[src/hdl/rsc_pkg.sv]
// rsc_pkg: shared types and constants for the replay sequence cache
// holds the opcode, status and state encodings and the table entry layout
// no dependencies
`timescale 1ns / 1ps

package rsc_pkg;

  // default number of keys the table can hold
  localparam int unsigned MaxKeysDefault = 16;

  localparam int unsigned IdW   = 64;
  localparam int unsigned InstW = 8;
  localparam int unsigned SeqW  = 64;

  typedef enum logic {
    OP_ADMIT = 1'b0,
    OP_PEEK  = 1'b1
  } opcode_e;

  typedef enum logic [1:0] {
    ST_OK     = 2'd0,
    ST_REPLAY = 2'd1,
    ST_FULL   = 2'd2
  } status_e;

  typedef enum logic [1:0] {
    S_IDLE,
    S_SCAN,
    S_FINISH
  } state_e;

  // one table entry: key plus last accepted sequence number
  typedef struct packed {
    logic [IdW-1:0]   id_high;
    logic [IdW-1:0]   id_low;
    logic [InstW-1:0] instance_nr;
    logic [SeqW-1:0]  seq;
  } entry_t;

endpackage

[src/hdl/rsc_if.sv]
// rsc_req_if and rsc_rsp_if: valid/ready channels of the replay sequence cache
// request carries opcode, key and sequence; response carries status and seen flag
// depends on rsc_pkg
`timescale 1ns / 1ps

interface rsc_req_if
  import rsc_pkg::*;
();
  logic             valid;
  logic             ready;
  logic             opcode;
  logic [IdW-1:0]   key_id_high;
  logic [IdW-1:0]   key_id_low;
  logic [InstW-1:0] key_instance;
  logic [SeqW-1:0]  sequence_req;

  modport source (
    output valid, opcode, key_id_high, key_id_low, key_instance, sequence_req,
    input  ready
  );
  modport sink (
    input  valid, opcode, key_id_high, key_id_low, key_instance, sequence_req,
    output ready
  );
endinterface

interface rsc_rsp_if;
  logic       valid;
  logic       ready;
  logic [1:0] status;
  logic       already_seen;

  modport source (
    output valid, status, already_seen,
    input  ready
  );
  modport sink (
    input  valid, status, already_seen,
    output ready
  );
endinterface

[src/hdl/rsc_ram.sv]
// rsc_ram: entry storage of the replay sequence cache
// one write port and one read port, read data registered
// depends on rsc_pkg
`timescale 1ns / 1ps

module rsc_ram
  import rsc_pkg::*;
#(
  parameter int unsigned Depth = MaxKeysDefault,
  parameter int unsigned AddrW = (Depth > 1) ? $clog2(Depth) : 1
) (
  input  logic             clk_i,
  input  logic             wr_en_i,
  input  logic [AddrW-1:0] wr_addr_i,
  input  entry_t           wr_data_i,
  input  logic             rd_en_i,
  input  logic [AddrW-1:0] rd_addr_i,
  output entry_t           rd_data_o
);

  entry_t mem [Depth];
  entry_t rd_data_q;

  // write port
  always_ff @(posedge clk_i) begin
    if (wr_en_i) begin
      mem[wr_addr_i] <= wr_data_i;
    end
  end

  // registered read port
  always_ff @(posedge clk_i) begin
    if (rd_en_i) begin
      rd_data_q <= mem[rd_addr_i];
    end
  end

  assign rd_data_o = rd_data_q;

endmodule

[src/hdl/replay_sequence_cache.sv]
// replay_sequence_cache: anti-replay table of the last accepted sequence per key
// linear search over the filled entries of one registered-read memory
// depends on rsc_pkg, rsc_if (rsc_req_if, rsc_rsp_if) and rsc_ram
//
//   channel  dir  transfer contents
//   req_i    in   opcode, key_id_high, key_id_low, key_instance, sequence_req
//   rsp_o    out  status, already_seen
//
// a request compares the filled entries in order, one after another, stopping at the
// first match, then a finish step decides, writes back and loads the result; on an empty
// table the request goes straight to the finish step. a new request is taken only in the
// idle state, once the last one has loaded its result. reset clears the state, the
// fill count and the output valid; entries at or above the fill count are never matched.
// the result waits in an output register; the next request is taken meanwhile,
// and its finish step holds until that register is free.
`timescale 1ns / 1ps

module replay_sequence_cache
  import rsc_pkg::*;
#(
  parameter int unsigned MAX_KEYS = MaxKeysDefault
) (
  input  logic          clk_i,
  input  logic          rst_ni,
  rsc_req_if.sink       req_i,
  rsc_rsp_if.source     rsp_o
);

  localparam int unsigned IdxW = (MAX_KEYS > 1) ? $clog2(MAX_KEYS) : 1;
  localparam int unsigned CntW = $clog2(MAX_KEYS + 1);
  localparam logic [CntW-1:0] FullCount = CntW'(MAX_KEYS);

  state_e state_q, state_d;

  logic [CntW-1:0]  used_q, used_d;
  logic [IdxW-1:0]  idx_q, idx_d;
  logic             hit_q, hit_d;
  logic [SeqW-1:0]  stored_seq_q, stored_seq_d;

  // latched request
  logic             op_q;
  logic [IdW-1:0]   key_hi_q;
  logic [IdW-1:0]   key_lo_q;
  logic [InstW-1:0] key_inst_q;
  logic [SeqW-1:0]  seq_q;

  // output register
  logic             out_valid_q, out_valid_d;
  logic [1:0]       out_status_q, out_status_d;
  logic             out_seen_q, out_seen_d;

  // memory ports
  logic             rd_en;
  logic [IdxW-1:0]  rd_addr;
  entry_t           rd_data;
  logic             wr_en;
  logic [IdxW-1:0]  wr_addr;
  entry_t           wr_data;

  logic             req_xfer;
  logic             out_free;
  logic             key_match;
  logic             last_entry;
  logic             seq_not_greater;
  logic             table_full;

  assign req_i.ready = (state_q == S_IDLE);
  assign req_xfer    = req_i.valid && req_i.ready;
  assign out_free    = !out_valid_q || rsp_o.ready;

  assign key_match = (rd_data.id_high == key_hi_q) && (rd_data.id_low == key_lo_q) &&
                     (rd_data.instance_nr == key_inst_q);
  assign last_entry      = ((CntW'(idx_q) + CntW'(1)) == used_q);
  assign seq_not_greater = (seq_q <= stored_seq_q);
  assign table_full      = (used_q == FullCount);

  rsc_ram #(
    .Depth (MAX_KEYS),
    .AddrW (IdxW)
  ) u_ram (
    .clk_i     (clk_i),
    .wr_en_i   (wr_en),
    .wr_addr_i (wr_addr),
    .wr_data_i (wr_data),
    .rd_en_i   (rd_en),
    .rd_addr_i (rd_addr),
    .rd_data_o (rd_data)
  );

  // next state
  always_comb begin
    state_d = state_q;
    unique case (state_q)
      S_IDLE: begin
        if (req_xfer) begin
          state_d = (used_q == '0) ? S_FINISH : S_SCAN;
        end
      end
      S_SCAN: begin
        if (key_match || last_entry) begin
          state_d = S_FINISH;
        end
      end
      S_FINISH: begin
        if (out_free) begin
          state_d = S_IDLE;
        end
      end
      default: state_d = S_IDLE;
    endcase
  end

  // datapath and outputs of the walk
  always_comb begin
    idx_d        = idx_q;
    hit_d        = hit_q;
    stored_seq_d = stored_seq_q;
    used_d       = used_q;
    rd_en        = 1'b0;
    rd_addr      = '0;
    wr_en        = 1'b0;
    wr_addr      = idx_q;
    wr_data      = '{id_high: key_hi_q, id_low: key_lo_q, instance_nr: key_inst_q,
                     seq: seq_q};
    out_valid_d  = out_valid_q && !rsp_o.ready;
    out_status_d = out_status_q;
    out_seen_d   = out_seen_q;

    unique case (state_q)
      S_IDLE: begin
        // start the walk at entry zero
        if (req_xfer) begin
          idx_d   = '0;
          hit_d   = 1'b0;
          rd_en   = 1'b1;
          rd_addr = '0;
        end
      end
      S_SCAN: begin
        // compare the entry just read, fetch the next one on a mismatch unless it was the last
        if (key_match) begin
          hit_d        = 1'b1;
          stored_seq_d = rd_data.seq;
        end else if (!last_entry) begin
          idx_d   = idx_q + IdxW'(1);
          rd_en   = 1'b1;
          rd_addr = idx_q + IdxW'(1);
        end
      end
      S_FINISH: begin
        // decide, write back and load the result
        if (out_free) begin
          out_valid_d  = 1'b1;
          out_status_d = ST_OK;
          out_seen_d   = 1'b0;
          if (op_q == OP_PEEK) begin
            out_seen_d = hit_q && seq_not_greater;
          end else if (hit_q) begin
            if (seq_not_greater) begin
              out_status_d = ST_REPLAY;
            end else begin
              wr_en   = 1'b1;
              wr_addr = idx_q;
            end
          end else if (table_full) begin
            out_status_d = ST_FULL;
          end else begin
            wr_en   = 1'b1;
            wr_addr = used_q[IdxW-1:0];
            used_d  = used_q + CntW'(1);
          end
        end
      end
      default: begin
      end
    endcase
  end

  // control registers
  always_ff @(posedge clk_i or negedge rst_ni) begin
    if (!rst_ni) begin
      state_q     <= S_IDLE;
      used_q      <= '0;
      out_valid_q <= 1'b0;
    end else begin
      state_q     <= state_d;
      used_q      <= used_d;
      out_valid_q <= out_valid_d;
    end
  end

  // walk and result payload
  always_ff @(posedge clk_i) begin
    idx_q        <= idx_d;
    hit_q        <= hit_d;
    stored_seq_q <= stored_seq_d;
    out_status_q <= out_status_d;
    out_seen_q   <= out_seen_d;
  end

  // request capture on transfer
  always_ff @(posedge clk_i) begin
    if (req_xfer) begin
      op_q       <= req_i.opcode;
      key_hi_q   <= req_i.key_id_high;
      key_lo_q   <= req_i.key_id_low;
      key_inst_q <= req_i.key_instance;
      seq_q      <= req_i.sequence_req;
    end
  end

  assign rsp_o.valid        = out_valid_q;
  assign rsp_o.status       = out_status_q;
  assign rsp_o.already_seen = out_seen_q;

endmodule
[src/flat_wrapper.sv]
// flat-port wrapper written by rule: the top's interface ports become plain ports
module replay_sequence_cache_flat import rsc_pkg::*;
#(
  parameter int unsigned MAX_KEYS = MaxKeysDefault
)
  (clk_i, rst_ni, req_i_valid, req_i_opcode, req_i_key_id_high, req_i_key_id_low, req_i_key_instance, req_i_sequence_req, req_i_ready, rsp_o_valid, rsp_o_status, rsp_o_already_seen, rsp_o_ready);
  rsc_req_if req_i_i ();
  rsc_rsp_if rsp_o_i ();
  input  logic clk_i;
  input  logic rst_ni;
  input wire logic [$bits(req_i_i.valid)-1:0] req_i_valid;
  input wire logic [$bits(req_i_i.opcode)-1:0] req_i_opcode;
  input wire logic [$bits(req_i_i.key_id_high)-1:0] req_i_key_id_high;
  input wire logic [$bits(req_i_i.key_id_low)-1:0] req_i_key_id_low;
  input wire logic [$bits(req_i_i.key_instance)-1:0] req_i_key_instance;
  input wire logic [$bits(req_i_i.sequence_req)-1:0] req_i_sequence_req;
  output wire logic [$bits(req_i_i.ready)-1:0] req_i_ready;
  output wire logic [$bits(rsp_o_i.valid)-1:0] rsp_o_valid;
  output wire logic [$bits(rsp_o_i.status)-1:0] rsp_o_status;
  output wire logic [$bits(rsp_o_i.already_seen)-1:0] rsp_o_already_seen;
  input wire logic [$bits(rsp_o_i.ready)-1:0] rsp_o_ready;
  assign req_i_i.valid = req_i_valid;
  assign req_i_i.opcode = req_i_opcode;
  assign req_i_i.key_id_high = req_i_key_id_high;
  assign req_i_i.key_id_low = req_i_key_id_low;
  assign req_i_i.key_instance = req_i_key_instance;
  assign req_i_i.sequence_req = req_i_sequence_req;
  assign req_i_ready = req_i_i.ready;
  assign rsp_o_valid = rsp_o_i.valid;
  assign rsp_o_status = rsp_o_i.status;
  assign rsp_o_already_seen = rsp_o_i.already_seen;
  assign rsp_o_i.ready = rsp_o_ready;
  replay_sequence_cache #(.MAX_KEYS(MAX_KEYS)) u_core (.clk_i(clk_i), .rst_ni(rst_ni), .req_i(req_i_i), .rsp_o(rsp_o_i));
endmodule
[config.mk]
export PLATFORM = sky130hd
export DESIGN_NAME = replay_sequence_cache_flat
export DESIGN_NICKNAME = d
export VERILOG_FILES = /design/src/hdl/rsc_pkg.sv /design/src/hdl/rsc_if.sv /design/src/hdl/rsc_ram.sv /design/src/hdl/replay_sequence_cache.sv /design/src/flat_wrapper.sv
export SDC_FILE = /design/constraint.sdc
export NUM_CORES = 2
export LEC_CHECK = 0
export BUFFER_PORTS_ARGS = -buffer_cell sky130_fd_sc_hd__buf_2
export CAP_MARGIN = 20
export CELL_PAD_IN_SITES_DETAIL_PLACEMENT = 1
export CELL_PAD_IN_SITES_GLOBAL_PLACEMENT = 2
export CORE_ASPECT_RATIO = 0.8
export CORE_UTILIZATION = 39
export CTS_CLUSTER_SIZE = 12
export DETAILED_ROUTE_END_ITERATION = 8
export PLACE_DENSITY_LB_ADDON = 0.2
export SETUP_SLACK_MARGIN = 0.3
export SLEW_MARGIN = 20
export SYNTH_ARGS = -nofsm -noshare
export SYNTH_HDL_FRONTEND = slang
export SYNTH_SLANG_ARGS = --single-unit
export TNS_END_PERCENT = 5
[constraint.sdc]
create_clock -name clk_i -period 17 [get_ports clk_i]
set_input_delay 3.4 -clock clk_i [delete_from_list [all_inputs] [get_ports clk_i]]
set_output_delay 3.4 -clock clk_i [all_outputs]
set_load 0.02 [all_outputs]
======== Yosys cells after proc, flatten, opt, wreduce, memory -nomap -nowiden ========
Memories as Yosys holds them, arrays and structs flattened. A register that Yosys moved wholly into a read port is not among the register bits.
Cells that the tools add are included.
operators by class
  eq/ne operators ......................... 13
  mux-type cells .......................... 37
  $lt $le $gt $ge ......................... 1
  bitwise operators ....................... 3
  reduce and logical (&&, ||, !) cells .... 18
  $add $sub $neg .......................... 3
operators with widths
  operator                                        number
  == test 64 bit                                  2
  less-or-equal comparator 64 bit                 1
  2-to-1 mux 4 bit                                11
  2-to-1 mux 1 bit                                16
  2-to-1 mux 2 bit                                6
  == test 8 bit                                   1
  case mux 4 bit (2 select lines)                 1
  != test 2 x 1 -> 1 bit (second input constant)  3
  != test 2 bit (second input constant)           3
  case mux 2 bit (3 select lines)                 1
  AND reduction 3 bit                             2
  adder 4 x 1 -> 5 bit (second input constant)    1
  adder 5 x 1 -> 5 bit (second input constant)    1
  == test 5 bit                                   1
  == test 5 bit (second input constant)           1
  logical AND 1 bit                               5
  zero test 5 bit                                 1
  AND reduction 5 bit                             1
  adder 4 x 1 -> 4 bit (second input constant)    1
  case mux 1 bit (2 select lines)                 2
  AND reduction 2 bit                             2
  AND reduction 4 bit                             1
  inverter 1 bit                                  3
  == test 2 x 1 -> 1 bit (second input constant)  1
  other kinds (5)                                 7
word-level totals
  word-level logic and storage cells ...... 89
  memories ................................ 1
  bits in registers ....................... 281
  bits in writable memories ............... 3200
memory list
  memory            words  width  rd ports  clocked after memory_dff  write ports  line           source
  u_core.u_ram.mem  16     200    1         1                         1            rsc_ram.sv:21  entry_t mem [Depth];

======== Logic depth before layout (Yosys ltp) ========
  word-level depth ........................ 8
  depth in mapped cells ................... 13

======== By module ========
Synthesis repeated with hierarchy kept, for this count alone.
second synthesis, totals
  cell total of the unflattened synthesis .. 5993
  area, all modules ....................... 137956.1 um2
by module, submodules not included
  module                 cells each  times used  area an instance (um2)  seq. area each (um2)
  rsc_ram                5216        1           125929.5                102097.9
  replay_sequence_cache  777         1           12026.5                 8398.1

======== Least setup slack after synthesis ========
No wires, ideal clock.
  kind .................................... register to register
  start ................................... register u_core.idx_q[1]
  end ..................................... register u_core.u_ram.rd_data_o[0] (netlist name)
  setup slack ............................. 0.278 ns
  stages on the path, launching flop included .. 11
  data arrival time ....................... 15.685 ns
  required time ........................... 15.964 ns
  library setup time ...................... 1.036 ns
  clock period less this slack ............ 16.722 ns
  cell sequence ........................... edfxtp_1 ha_1 xnor2_1 a221oi_1 a21oi_1 or3_1 buf_4 nand2_2 buf_4 buf_4 o21ai_0
on the way
  longest elaborated chain between the ends .. 5
  elaborated cells between the ends (all ways) .. 9
ends and longest elaborated chain
  item                             line                          source
  start, declared                  replay_sequence_cache.sv:36   logic [IdxW-1:0] idx_q, idx_d;
  start signal, assigned           replay_sequence_cache.sv:194  idx_q <= idx_d;
  adder 4 x 1 -> 5 bit             replay_sequence_cache.sv:73   assign last_entry = ((CntW'(idx_q) + CntW'(1)) == used_q);
  == test 5 bit                    replay_sequence_cache.sv:73
  2-to-1 mux 1 bit                 replay_sequence_cache.sv:144  end else if (!last_entry) begin
  2-to-1 mux 1 bit                 replay_sequence_cache.sv:141  if (key_match) begin
  case mux 1 bit (2 select lines)  replay_sequence_cache.sv:129  unique case (state_q)
  net u_core.rd_en                 replay_sequence_cache.sv:53   logic rd_en;
The timed path passes the listed nets, and every way through them passes these cells.
A chain may end at the register's enable or synchronous reset.

======== Worst setup path in the final report ========
  start ................................... input port rsp_o_ready
  end ..................................... memory u_core.u_ram.mem[9][180] in the netlist's numbering (enable)
on the way
  longest elaborated chain between the ends .. 5
  elaborated cells between the ends (all ways) .. 7
ends and longest elaborated chain
  item                                    line                          source
  start, declared                         flat_wrapper.sv:21            input wire logic [$bits(rsp_o_i.ready)-1:0] rsp_o_ready;
  logical OR 1 bit (*)                    replay_sequence_cache.sv:69   assign out_free = !out_valid_q || rsp_o.ready;
  2-to-1 mux 1 bit                        replay_sequence_cache.sv:152  if (out_free) begin
  2-to-1 mux 1 bit                        replay_sequence_cache.sv:129
  2-to-1 mux 1 bit                        rsc_ram.sv:26                 if (wr_en_i) begin
  2-to-1 mux 1 bit (not written as such)  rsc_ram.sv:27                 mem[wr_addr_i] <= wr_data_i;
  end, declared                           rsc_ram.sv:21
Every way passes the cells marked *; elsewhere a longest branch is shown, timed or not.

==> flow_summary.yaml <==
clocking:
  hold_buffers: 0
  post_cts_buffers: 0
  cts-root-buf: "clkbuf_16"
  ctsHtreeMaxLevel: 5
  cts_sinks: 3681
  cts_tree: "done"
  clock_latency_ns: 0.96
  clk_pin_slew_ns: 0.06
  numCtsBuffers: 375
  clock_path_buffers: 4
  cts-resized-gates: 0
routing:
  postRouteAntennaNets: 0
  wl_per_cell_microns: 33.09
  drc: 2
  drt_iter0_markers: 8746
  firstDrtPassIters: 9
  routed_wl_microns: 456300
  vias: 81773
  viasPerCell: 5.929
outcome:
  violations: "design-rule violations"
  status: "finished with violations"
grt:
  grt_pass1_wl_microns: 643100
  gr-usage-all-layers_pct: 25.04
  grt_max_degree: 131
  first_global_vias: 84024
  antenna_found_initial: 19
  grt.overflow.total: 0
logic_synthesis:
  syn_area_sq_um: 138400
  ys.flop_type: "edfxtp_1"
  syn_inst: 8569
  synth-xor-area-share_pct: 0.8851
  synth_top_family_by_area: "compound AO/OA/AOI/OAI gates"
  seq_area_frac_synth_pct: 79.84
  yosys.area_share.simple_pct: 6.665
  synth_mux_area_share_pct: 0
  yosysUniqueCellTypes: 59
  synth_edf_count: 3673
  synth_area_per_cell_sq_um: 16.15
  synth_fa_ha_area_share_pct: 0.6057
  async_flop_share_pct: 0.2173
  syn-num-nets: 8841
  yosysWarnings: 0
  synth_compound_area_share_pct: 10.00
  ys_ff_latch: 3681
pwr:
  combPwrFrac_pct: 35.9
  p_per_area_nw_per_um2: 193.4
  swShare_pct: 38.03
  p_seq_share_pct: 38.9
  pwr-share-clk_pct: 25.2
  p_leak_nw: 50.93
  peakVddDrop_mv: 0.3137
  intPower_mw: 18.71
  switchingPower_mw: 11.48
worst_setup_path:
  cp_cell_sequence: "buf_2, nand2b_1, nand2b_1, nor3_1, and2_1, nand3_1, o21ai_0, nand3_1, a21oi_4, buf_12, buf_4, buf_4"
  critPathKind: "in -> reg"
  cp_max_fo: 89
  required_ns: 17.55
  arrival_ns: 8.54
  slowest_delay_ns: 0.87
  critPathLaunchType: "primary input"
  crit_path_end_kind: "flip-flop"
  slowest_stage: "buf_4"
floorplan:
  core_area_sq_um: 353000
  die_area_sq_um: 357300
  num_rows: 195
  ios: 210
  die_w_microns: 668.0
  start_util_pct: 39.20
  die_h_microns: 534.8
sta:
  relSlewSlack_pct: 21.23
  report.final.hold_viol_count: 0
  worstMarginPinSlew_ns: 1.182
  final.setup.tns_ns: 0
  period_share_pct: 46.96
  maxSlewViolCount: 0
  min_period_ns: 7.983
  rsz0062_at_grt: "no"
  clock_skew_ns: 0.03736
  clock.fmax_ghz: 0.1253
  setup_viol: 0
final_layout:
  final_core_util_pct: 44.21
  drive_above_1_share_pct: 10.06
  finalInstanceArea_sq_um: 156100
  fin_nets: 9090
  area_growth_pct: 12.78
hold_path:
  hp-class: "reg -> reg"
placed_design:
  io_buffers: 209
  place.gp.congestion: 0.7614
  hpwl_microns: 226400
  place_area_sq_um: 145200
job:
  drv_cap: 0
## metal layers
| metal | GRT usage [%] | vias to the layer above | share of wire [%] |
|---|---|---|---|
| met5 | 0 | - | 0.0022 |
| met3 | 2.559 | 523 | 5.8 |
| li1 | - | 34272 | - |
| met2 | 40.23 | 2869 | 47 |
| met1 | 36.97 | 44107 | 46 |
| met4 | 5.513 | 2 | 2.1 |
## cell usage after synthesis (119+ instances only)
master | n | area, sq um
nand3_1 | 208 | 1041
xor2_1 | 119 | 1042
clkbuf_1 | 313 | 1175
and3_1 | 201 | 1257
o21ai_1 | 199 | 996.0
a221o_1 | 199 | 1992
nand2_1 | 1608 | 6036
o22ai_1 | 202 | 1264
a32o_1 | 199 | 1992
a21oi_1 | 226 | 1131
a221oi_1 | 201 | 1760
a31oi_1 | 404 | 2527
a2bb2oi_1 | 199 | 1743
buf_2 | 175 | 875.8
edfxtp_1 | 3673 | 110300
## kinds of logic (layout without fill, tap and decap cells)
| family | after synthesis | in the layout |
|---|---|---|
| flops | 3681 | 3681 |
| xor+xnor | 139 | 139 |
| simple gates | 2162 | 2162 |
| buf+inv | 629 | 1119 |
| other cells | 0 | 4 |
| compound gates | 1891 | 1891 |
| fa+ha+maj | 67 | 67 |
## metrics by stage
step | total power [mW] | worst slack [ns] | hold WS [ns] | cells
2_1_floorplan | 18.32 | 2.082 | 0.4003 | 8569
3_3_place_gp | 22.53 | 7.595 | 0.4039 | 13161
3_5_place_dp | 22.71 | 8.129 | 0.4052 | 13167
4_1_cts | 30.34 | 9.155 | 0.4061 | 13785
5_1_grt | 31.32 | 8.905 | 0.4119 | 13791
6_report | 30.18 | 9.017 | 0.4048 | 13791
## power groups by stage
stage               Sequential, mW  Combinational (mW)  Clock, mW
floorplan                     11.8                6.47          0
global placement              11.9                10.7          0
detailed placement            11.9                10.8          0
CTS                           11.7                10.9       7.76
global route                  11.8                11.5       8.06
finish                        11.7                10.8       7.62
## flip-flops by register name, indices dropped and copies added, names as in the netlist
| name | count |
|---|---|
| u_core.hit_q | 1 |
| u_core.idx_q | 4 |
| u_core.key_hi_q | 64 |
| u_core.key_inst_q | 8 |
| u_core.key_lo_q | 64 |
| u_core.op_q | 1 |
| u_core.rsp_o.already_seen | 1 |
| u_core.rsp_o.status | 2 |
| u_core.rsp_o.valid | 1 |
| u_core.seq_q | 64 |
| u_core.state_q | 2 |
| u_core.stored_seq_q | 64 |
| u_core.u_ram.mem | 3200 |
| u_core.u_ram.rd_data_o | 200 |
| u_core.used_q | 5 |
## worst max-delay path, delay by kind of cell
| kind | cells | cell delay [ns] |
|---|---|---|
| simple gates | 6 | 1.92 |
| buf+inv | 4 | 2.32 |
| compound gates | 2 | 0.54 |
## final timing paths
check | cells after the start | startpoint | slack (ns) | end
max | 12 | rsp_o_ready | 9.02 | u_core.u_ram.mem[9][180]$_DFFE_PP_
min | 0 | u_core.u_ram.rd_data_o[33]$_DFFE_PP_ | 0.40 | u_core.stored_seq_q[33]$_DFFE_PP_
max reg2reg | 13 | u_core.key_lo_q[22]$_DFFE_PP_ | 9.49 | u_core.u_ram.rd_data_o[151]$_DFFE_PP_
min reg2reg | 0 | u_core.u_ram.rd_data_o[33]$_DFFE_PP_ | 0.40 | u_core.stored_seq_q[33]$_DFFE_PP_
max in group asynchronous | 1 | rst_ni | 14.47 | u_core.used_q[4]$_DFFE_PN0P_
min in group asynchronous | 1 | rst_ni | 2.32 | u_core.used_q[3]$_DFFE_PN0P_
## cell type report
cell class                      instances  area [sq um]
Fill cell                           34126        197000
Multi-Input combinational cell       4259         25430
Timing Repair Buffer                  425          3092
Inverter                               76         300.3
Sequential cell                      3681        110500
Clock inverter                        123         725.7
Clock buffer                          495         10100
Tap cell                             4728          5916
Antenna cell                            4         10.01
## layout by cell type, fill, tap and decap left out, types with 19 or more instances in the layout
master,netlist,final
a21o_1,28,28
a21oi_1,226,222
a221o_1,199,199
a221oi_1,201,201
a2bb2oi_1,199,199
a31oi_1,404,404
a32o_1,199,199
and3_1,201,200
buf_12,0,25
buf_2,175,209
buf_4,34,184
clkbuf_1,313,106
clkbuf_16,0,386
clkinv_1,1,76
clkinv_2,0,29
edfxtp_1,3673,3673
ha_1,67,67
inv_1,75,74
nand2_1,1608,1608
nand3_1,208,206
nand4_1,27,27
nor4_1,31,25
o21ai_1,199,199
o22ai_1,202,202
xnor2_1,19,19
xor2_1,119,119
(Power assumes the default switching activity.)
